$ cat src/rtl/brl_pkg.sv
// Shared types and constants for the line rasterizer.
package brl_pkg;

  localparam int unsigned CoordW      = 6;
  localparam int unsigned RegW        = 7;
  localparam int unsigned ErrW        = 9;
  localparam int unsigned CfgIdxW     = 8;
  localparam int unsigned TileSizeDef = 64;
  localparam int unsigned InDataW     = 24;
  localparam int unsigned OutDataW    = 24;

  localparam logic [CfgIdxW-1:0] CfgWidthIdx  = 8'd0;
  localparam logic [CfgIdxW-1:0] CfgHeightIdx = 8'd1;

  localparam logic [RegW-1:0] WidthRst  = 7'd64;
  localparam logic [RegW-1:0] HeightRst = 7'd64;

  typedef enum logic [1:0] {
    StIdle,
    StSetup,
    StRun
  } state_e;

  typedef struct packed {
    logic load;
    logic setup;
    logic step;
  } cmd_t;

  typedef struct packed {
    logic last_pix;
    logic out_free;
  } status_t;

endpackage

$ cat src/rtl/brl_ctrl.sv
// Sequencer for segment load, setup and pixel stepping.
module brl_ctrl (
  input  logic             clk_i,
  input  logic             rst_ni,
  input  logic             in_valid_i,
  output logic             in_ready_o,
  input  brl_pkg::status_t status_i,
  output brl_pkg::cmd_t    cmd_o
);
  import brl_pkg::*;

  state_e state_q, state_d;

  always_ff @(posedge clk_i or negedge rst_ni) begin
    if (!rst_ni) begin
      state_q <= StIdle;
    end else begin
      state_q <= state_d;
    end
  end

  always_comb begin
    state_d = state_q;
    case (state_q)
      StIdle: begin
        if (in_valid_i) state_d = StSetup;
      end
      StSetup: begin
        state_d = StRun;
      end
      StRun: begin
        if (status_i.out_free && status_i.last_pix) state_d = StIdle;
      end
      default: begin
        state_d = StIdle;
      end
    endcase
  end

  always_comb begin
    in_ready_o  = 1'b0;
    cmd_o       = '0;
    case (state_q)
      StIdle: begin
        in_ready_o = 1'b1;
        cmd_o.load = in_valid_i;
      end
      StSetup: begin
        cmd_o.setup = 1'b1;
      end
      StRun: begin
        cmd_o.step = status_i.out_free;
      end
      default: begin
        in_ready_o = 1'b0;
      end
    endcase
  end

endmodule

$ cat src/rtl/brl_datapath.sv
// Coordinate, error and output registers of the line rasterizer.
module brl_datapath #(
  parameter int unsigned TILE_SIZE = brl_pkg::TileSizeDef
) (
  input  logic                             clk_i,
  input  logic                             rst_ni,
  input  brl_pkg::cmd_t                    cmd_i,
  output brl_pkg::status_t                 status_o,
  input  logic [brl_pkg::InDataW-1:0]      in_data_i,
  input  logic                             width_we_i,
  input  logic                             height_we_i,
  input  logic [brl_pkg::RegW-1:0]         cfg_data_i,
  output logic                             out_valid_o,
  input  logic                             out_ready_i,
  output logic [brl_pkg::OutDataW-1:0]     out_data_o,
  output logic                             out_inside_o,
  output logic                             out_last_o
);
  import brl_pkg::*;

  localparam logic [CoordW-1:0] MaxCoord = CoordW'(TILE_SIZE - 1);

  function automatic logic [CoordW-1:0] clamp(input logic [CoordW-1:0] v);
    clamp = (v > MaxCoord) ? MaxCoord : v;
  endfunction

  function automatic logic [CoordW-1:0] absdiff(input logic [CoordW-1:0] a,
                                                input logic [CoordW-1:0] b);
    absdiff = (a > b) ? (a - b) : (b - a);
  endfunction

  logic [RegW-1:0]   width_q, height_q;
  logic [CoordW-1:0] ax_q, ay_q, bx_q, by_q;
  logic [CoordW-1:0] x_q, y_q, xend_q, dx_q, dy_q, idx_q;
  logic              steep_q, yneg_q;
  logic signed [ErrW-1:0] err_q;

  logic              out_valid_q;
  logic [CoordW-1:0] opx_q, opy_q, oidx_q, ocnt_q;
  logic              oinside_q, olast_q;

  // setup terms
  logic              steep;
  logic [CoordW-1:0] a0, a1, b0, b1, sx, sy, ex, ey;
  logic              swap;

  // step terms
  logic signed [ErrW-1:0] err_sum, err_adj;
  logic              err_over;
  logic [CoordW-1:0] px, py;

  always_ff @(posedge clk_i or negedge rst_ni) begin
    if (!rst_ni) begin
      width_q  <= WidthRst;
      height_q <= HeightRst;
    end else begin
      if (width_we_i)  width_q  <= cfg_data_i;
      if (height_we_i) height_q <= cfg_data_i;
    end
  end

  always_comb begin
    steep = absdiff(by_q, ay_q) > absdiff(bx_q, ax_q);
    a0    = steep ? ay_q : ax_q;
    a1    = steep ? ax_q : ay_q;
    b0    = steep ? by_q : bx_q;
    b1    = steep ? bx_q : by_q;
    swap  = a0 > b0;
    sx    = swap ? b0 : a0;
    sy    = swap ? b1 : a1;
    ex    = swap ? a0 : b0;
    ey    = swap ? a1 : b1;
  end

  always_comb begin
    err_sum  = err_q + $signed({2'b00, dy_q, 1'b0});
    err_over = err_sum > $signed({3'b000, dx_q});
    err_adj  = err_sum - $signed({2'b00, dx_q, 1'b0});
    px       = steep_q ? y_q : x_q;
    py       = steep_q ? x_q : y_q;
  end

  always_ff @(posedge clk_i) begin
    if (cmd_i.load) begin
      ax_q <= clamp(in_data_i[CoordW-1:0]);
      ay_q <= clamp(in_data_i[2*CoordW-1:CoordW]);
      bx_q <= clamp(in_data_i[3*CoordW-1:2*CoordW]);
      by_q <= clamp(in_data_i[4*CoordW-1:3*CoordW]);
    end
    if (cmd_i.setup) begin
      steep_q <= steep;
      x_q     <= sx;
      y_q     <= sy;
      xend_q  <= ex;
      dx_q    <= ex - sx;
      dy_q    <= absdiff(ey, sy);
      yneg_q  <= !(ey > sy);
      err_q   <= '0;
      idx_q   <= '0;
    end else if (cmd_i.step) begin
      x_q   <= x_q + 1'b1;
      idx_q <= idx_q + 1'b1;
      if (err_over) begin
        y_q   <= yneg_q ? (y_q - 1'b1) : (y_q + 1'b1);
        err_q <= err_adj;
      end else begin
        err_q <= err_sum;
      end
    end
    if (cmd_i.step) begin
      opx_q     <= px;
      opy_q     <= py;
      oinside_q <= ({1'b0, px} < width_q) && ({1'b0, py} < height_q);
      oidx_q    <= idx_q;
      ocnt_q    <= dx_q;
      olast_q   <= (x_q == xend_q);
    end
  end

  always_ff @(posedge clk_i or negedge rst_ni) begin
    if (!rst_ni) begin
      out_valid_q <= 1'b0;
    end else if (cmd_i.step) begin
      out_valid_q <= 1'b1;
    end else if (out_ready_i) begin
      out_valid_q <= 1'b0;
    end
  end

  assign status_o.out_free = !out_valid_q || out_ready_i;
  assign status_o.last_pix = (x_q == xend_q);

  assign out_valid_o  = out_valid_q;
  assign out_data_o   = {ocnt_q, oidx_q, opy_q, opx_q};
  assign out_inside_o = oinside_q;
  assign out_last_o   = olast_q;

endmodule

$ cat src/rtl/bresenham_line_rasterizer_core.sv
// Top level of the Bresenham line rasterizer.
// Usage:
//   s_axis carries one segment per transaction; tdata holds start_x,
//   start_y, end_x, end_y (6 bits each, lowest first). Coordinates above
//   TILE_SIZE-1 saturate to TILE_SIZE-1.
//   m_axis carries one pixel per transaction in major-axis order; tlast
//   marks the segment's final pixel, tuser says the pixel lies inside
//   the visible width and height.
//   cfg writes width_in_use (index 0) and height_in_use (index 1); other
//   indexes are ignored. Write only while no segment is in flight.
// Flow:
//   A taken segment passes the endpoint, stepping and output registers
//   before its first pixel shows on m_axis; then one pixel per cycle while
//   m_axis_tready holds, step_count+1 pixels in all, from the single
//   stepping unit that walks the major axis.
//   s_axis_tready is high only between segments; the next segment is
//   taken while the final pixel still waits in the output register.
// Reset: both registers return to 64, no pixel is pending.
// Stall: a low m_axis_tready while a pixel waits freezes the stepping unit; no pixel is lost.
module bresenham_line_rasterizer_core #(
  parameter int unsigned TILE_SIZE = brl_pkg::TileSizeDef
) (
  input  logic                           clk_i,
  input  logic                           rst_ni,
  input  logic                           s_axis_tvalid,
  output logic                           s_axis_tready,
  // start_x, start_y, end_x, end_y
  input  logic [brl_pkg::InDataW-1:0]    s_axis_tdata,
  output logic                           m_axis_tvalid,
  input  logic                           m_axis_tready,
  // pixel_x, pixel_y, step_index, step_count
  output logic [brl_pkg::OutDataW-1:0]   m_axis_tdata,
  // inside_res
  output logic                           m_axis_tuser,
  output logic                           m_axis_tlast,
  input  logic                           cfg_valid_i,
  output logic                           cfg_ready_o,
  input  logic [brl_pkg::CfgIdxW-1:0]    cfg_index_i,
  input  logic [brl_pkg::RegW-1:0]       cfg_data_i
);
  import brl_pkg::*;

  cmd_t    cmd;
  status_t status;
  logic    width_we, height_we;

  assign cfg_ready_o = 1'b1;
  assign width_we    = cfg_valid_i && (cfg_index_i == CfgWidthIdx);
  assign height_we   = cfg_valid_i && (cfg_index_i == CfgHeightIdx);

  brl_ctrl u_ctrl (
    .clk_i      (clk_i),
    .rst_ni     (rst_ni),
    .in_valid_i (s_axis_tvalid),
    .in_ready_o (s_axis_tready),
    .status_i   (status),
    .cmd_o      (cmd)
  );

  brl_datapath #(
    .TILE_SIZE (TILE_SIZE)
  ) u_dp (
    .clk_i        (clk_i),
    .rst_ni       (rst_ni),
    .cmd_i        (cmd),
    .status_o     (status),
    .in_data_i    (s_axis_tdata),
    .width_we_i   (width_we),
    .height_we_i  (height_we),
    .cfg_data_i   (cfg_data_i),
    .out_valid_o  (m_axis_tvalid),
    .out_ready_i  (m_axis_tready),
    .out_data_o   (m_axis_tdata),
    .out_inside_o (m_axis_tuser),
    .out_last_o   (m_axis_tlast)
  );

endmodule

$ cat config.mk
export PLATFORM = sky130hd
export DESIGN_NAME = bresenham_line_rasterizer_core
export DESIGN_NICKNAME = d
export VERILOG_FILES = /design/src/rtl/brl_pkg.sv /design/src/rtl/brl_ctrl.sv /design/src/rtl/brl_datapath.sv /design/src/rtl/bresenham_line_rasterizer_core.sv
export SDC_FILE = /design/constraint.sdc
export NUM_CORES = 1
export LEC_CHECK = 0
export BUFFER_PORTS_ARGS = -buffer_cell sky130_fd_sc_hd__buf_4
export CORE_ASPECT_RATIO = 1.2
export CORE_UTILIZATION = 40
export CTS_BUF_LIST = sky130_fd_sc_hd__clkbuf_2
export DETAILED_ROUTE_END_ITERATION = 16
export GPL_ROUTABILITY_DRIVEN = 0
export PLACE_DENSITY = 0.68
export RECOVER_POWER = 100
export SLEW_MARGIN = 20
export SYNTH_ARGS = -nofsm -noshare
export SYNTH_HDL_FRONTEND = slang
export SYNTH_SLANG_ARGS = --single-unit
$ cat constraint.sdc
create_clock -name clk_i -period 9.3 [get_ports clk_i]
set_input_delay 0.465 -clock clk_i [delete_from_list [all_inputs] [get_ports clk_i]]
set_output_delay 0.465 -clock clk_i [all_outputs]
set_load 0.01 [all_outputs]
==> flow_summary.toml <==
[final_layout]
nFillCells = 1934
stdcell_area_sq_um = 9360
fin_cells = 1210
syn2layout_area_growth_pct = 14.0
regMostFlops = "u_dp.err_q"
utilization_pct = 46.4
reg_top3 = "u_dp.err_q: 8 flops, u_dp.height_q: 7 flops, u_dp.width_q: 7 flops"
fin_nets = 1055
layout-drive-gt1-share_pct = 12.2
largest_reg_flops = 8

[yosys]
synth_edf_count = 82
synth_commonest_cells = "82 x edfxtp_1, 79 x nand2_1, 73 x ha_1"
synth_area_leaders = "edfxtp_1 30%, ha_1 11%, dfrtp_1 4.6%"
syn_nets = 973
ys_seq_area_share_pct = 38.6
yosysTopAreaCell = "edfxtp_1"
synth_flop_cell = "edfxtp_1"
ys_types = 82
synth_xor_area_share_pct = 4.90
synthSimpleGateAreaFrac_pct = 12.8
synthAdderAreaFrac_pct = 13.1
synth_mux_area_share_pct = 6.70
ys_ff_latch = 113
yosysMostFrequentCell = "edfxtp_1"
syn_area_sq_um = 8210
async_reset_ff_share_pct = 15.0
synth_compound_area_share_pct = 18.0
avgSynthCellArea_sq_um = 9.68
synth_warnings = 0
synth_top_family_by_area = "compound AO/OA/AOI/OAI gates"
synth.top_cell.area_share_pct = 30.0
syn_inst = 849

[place]
dp.cells = 1144
dpl_cell_area_sq_um = 8940
dp_hpwl_microns = 14400
port-buffer-count = 71

[routing]
routedWlPerCell_microns = 15.6
ant_nets = 0
routed_wirelength_microns = 18900
viasPerCell = 5.31
initialDrtViolationCount = 375
firstDrtPassIters = 5
drc = 0
vias = 6423

[global_routing]
overflow = 0
grt_pass1_vias = 6440
met1_usage_pct = 22.7
busiest_layer = "met2"
grt_start_max_net_pins = 42
antenna_found_initial = 1
grt_util_met3_pct = 3.60
grt_util_all_layers_pct = 18.8
grt_pass1_wl_microns = 31500
grt_use_met2_pct = 32.5

[timing]
tightest_slew_ns = 2.02
fin_tns_setup_ns = 0
max_freq_mhz = 115
period_minus_slack_ns = 8.66
rsz0062_at_grt = "no"
finalCritPeriodShare_pct = 93.2
hold_violations = 0
maxSlewViolCount = 101
maxSlewHeadroom_pct = -34.7
setup_viol = 0
fin_skew_ns = 0.0660

[die]
dieArea_sq_um = 21100
num_rows = 57
ioPinCount = 73
core_area_sq_um = 20200
fp.dieH_microns = 159
floorplan.initialDensity_pct = 40.7
die_w_microns = 133

[run_status]
status = "finished with violations"
failed_checks = "capacitance limit, slew limit"

[min_path]
min_from = "m_axis_tready"
hold-path-cell-count = 3
hp-class = "input pin to flip-flop"
hold_end = "u_dp.out_valid_o"

[clock_tree]
cts_setup_buffers = 0
clock-root-buffer = "clkbuf_2"
cts.path.max_buffers = 2
cts_buffers = 17
clkTransAtPathRegs_ns = 0.19
htreeDepth = 4
cts_tree = "done"
holdBufCountCts = 33
clock_latency_ns = 0.72
cts-resized-gates = 0
cts.sinks = 113

[worst_setup_path]
ff2ff_path_depth = 31
arrival_ns = 9.11
cp_num_buf_inv = 4
cp_num_cells = 31
crit_type = "flip-flop to flip-flop"
endpoint_kind = "flip-flop"
r2r-start = "u_dp.by_q[0]"
slowest_delay_ns = 0.78
cp_top_family = "compound AO/OA/AOI/OAI gates"
worstPathMaxFanout = 24
crit_start = "u_dp.by_q[0]"
critPathRequiredTime_ns = 9.75
r2r-end = "u_dp.dy_q[5]"
reg2reg_slack_ns = 0.64
cpMaxStageDelayCell = "clkbuf_1"
cp-start-kind = "flip-flop"
cp_common_cell = "ha_1"

[flow_run]
cap_violations = 3
-- logic make-up after synthesis --
group           Yosys count
compound gates          215
xor+xnor                 46
simple gates            222
fa+ha+maj                82
buf+inv                 120
other cells               1
mux                      50
flops                   113
-- worst min-delay path: stages --
cell      delay [ns]
buf_4           0.07
nand2b_1        0.13
nand2_1         0.06
-- metal layers --
layer / wire [microns] / share of wire (%) / vias to the layer above
li1: - / - / 3195
met1: 8250 / 44 / 3037
met2: 9250 / 49 / 148
met3: 702 / 3.7 / 43
met4: 676 / 3.6 / 0
met5: 0 / 0 / -
-- worst max-delay path by stage --
stage               slack [ns]            to
global route              0.11  u_dp.dy_q[5]
finish                    0.64  u_dp.dy_q[5]
detailed placement        0.89  u_dp.dy_q[2]
global placement          0.92  u_dp.dy_q[5]
CTS                       0.83  u_dp.dy_q[2]
floorplan                 1.01  u_dp.dy_q[5]
-- final cells by class --
cell class	count	area [sq um]	share of cell area (%)
repair buffers	114	815	8.70
inverters	69	259	2.77
flip-flops and latches	113	3170	33.9
diodes	1	2.50	0.0267
clock inverters	15	180	1.92
multi-input cells	616	4520	48.3
clock buffers	17	85.1	0.909
well taps	265	332	3.54
-- per-stage QoR --
stage / hold WS, ns / setup slack [ns]
2_1_floorplan: 0.169 / 1.01
4_1_cts: 0.0163 / 0.828
3_3_place_gp: 0.340 / 0.922
5_1_grt: 0.0419 / 0.110
3_5_place_dp: 0.345 / 0.890
6_report: 0.0821 / 0.636
-- layout by cell type (no fill, tap or decap), types with 4 or more instances in the layout --
cell,instances
edfxtp_1,82
nand2_1,79
ha_1,73
inv_1,67
o21ai_0,58
nor2_1,53
a21oi_1,51
dlygate4sd3_1,33
clkbuf_1,33
a21o_1,29
xnor2_1,26
mux2i_1,25
clkbuf_4,25
buf_4,23
xor2_1,20
nor3_1,18
clkbuf_2,17
o211ai_1,16
nand3_1,15
dfrtp_1,15
nand2b_1,14
dfxtp_1,14
mux2_2,13
a211oi_1,11
mux2_1,10
nor2b_1,7
nand4_1,7
o21bai_1,7
fa_1,7
a31oi_1,6
or2_2,5
clkinv_1,4
and2_1,4
inv_6,4
Power is left out: the tool's default activity adds up to more than one toggle a clock period on the data nets, which glitch-free logic cannot reach.
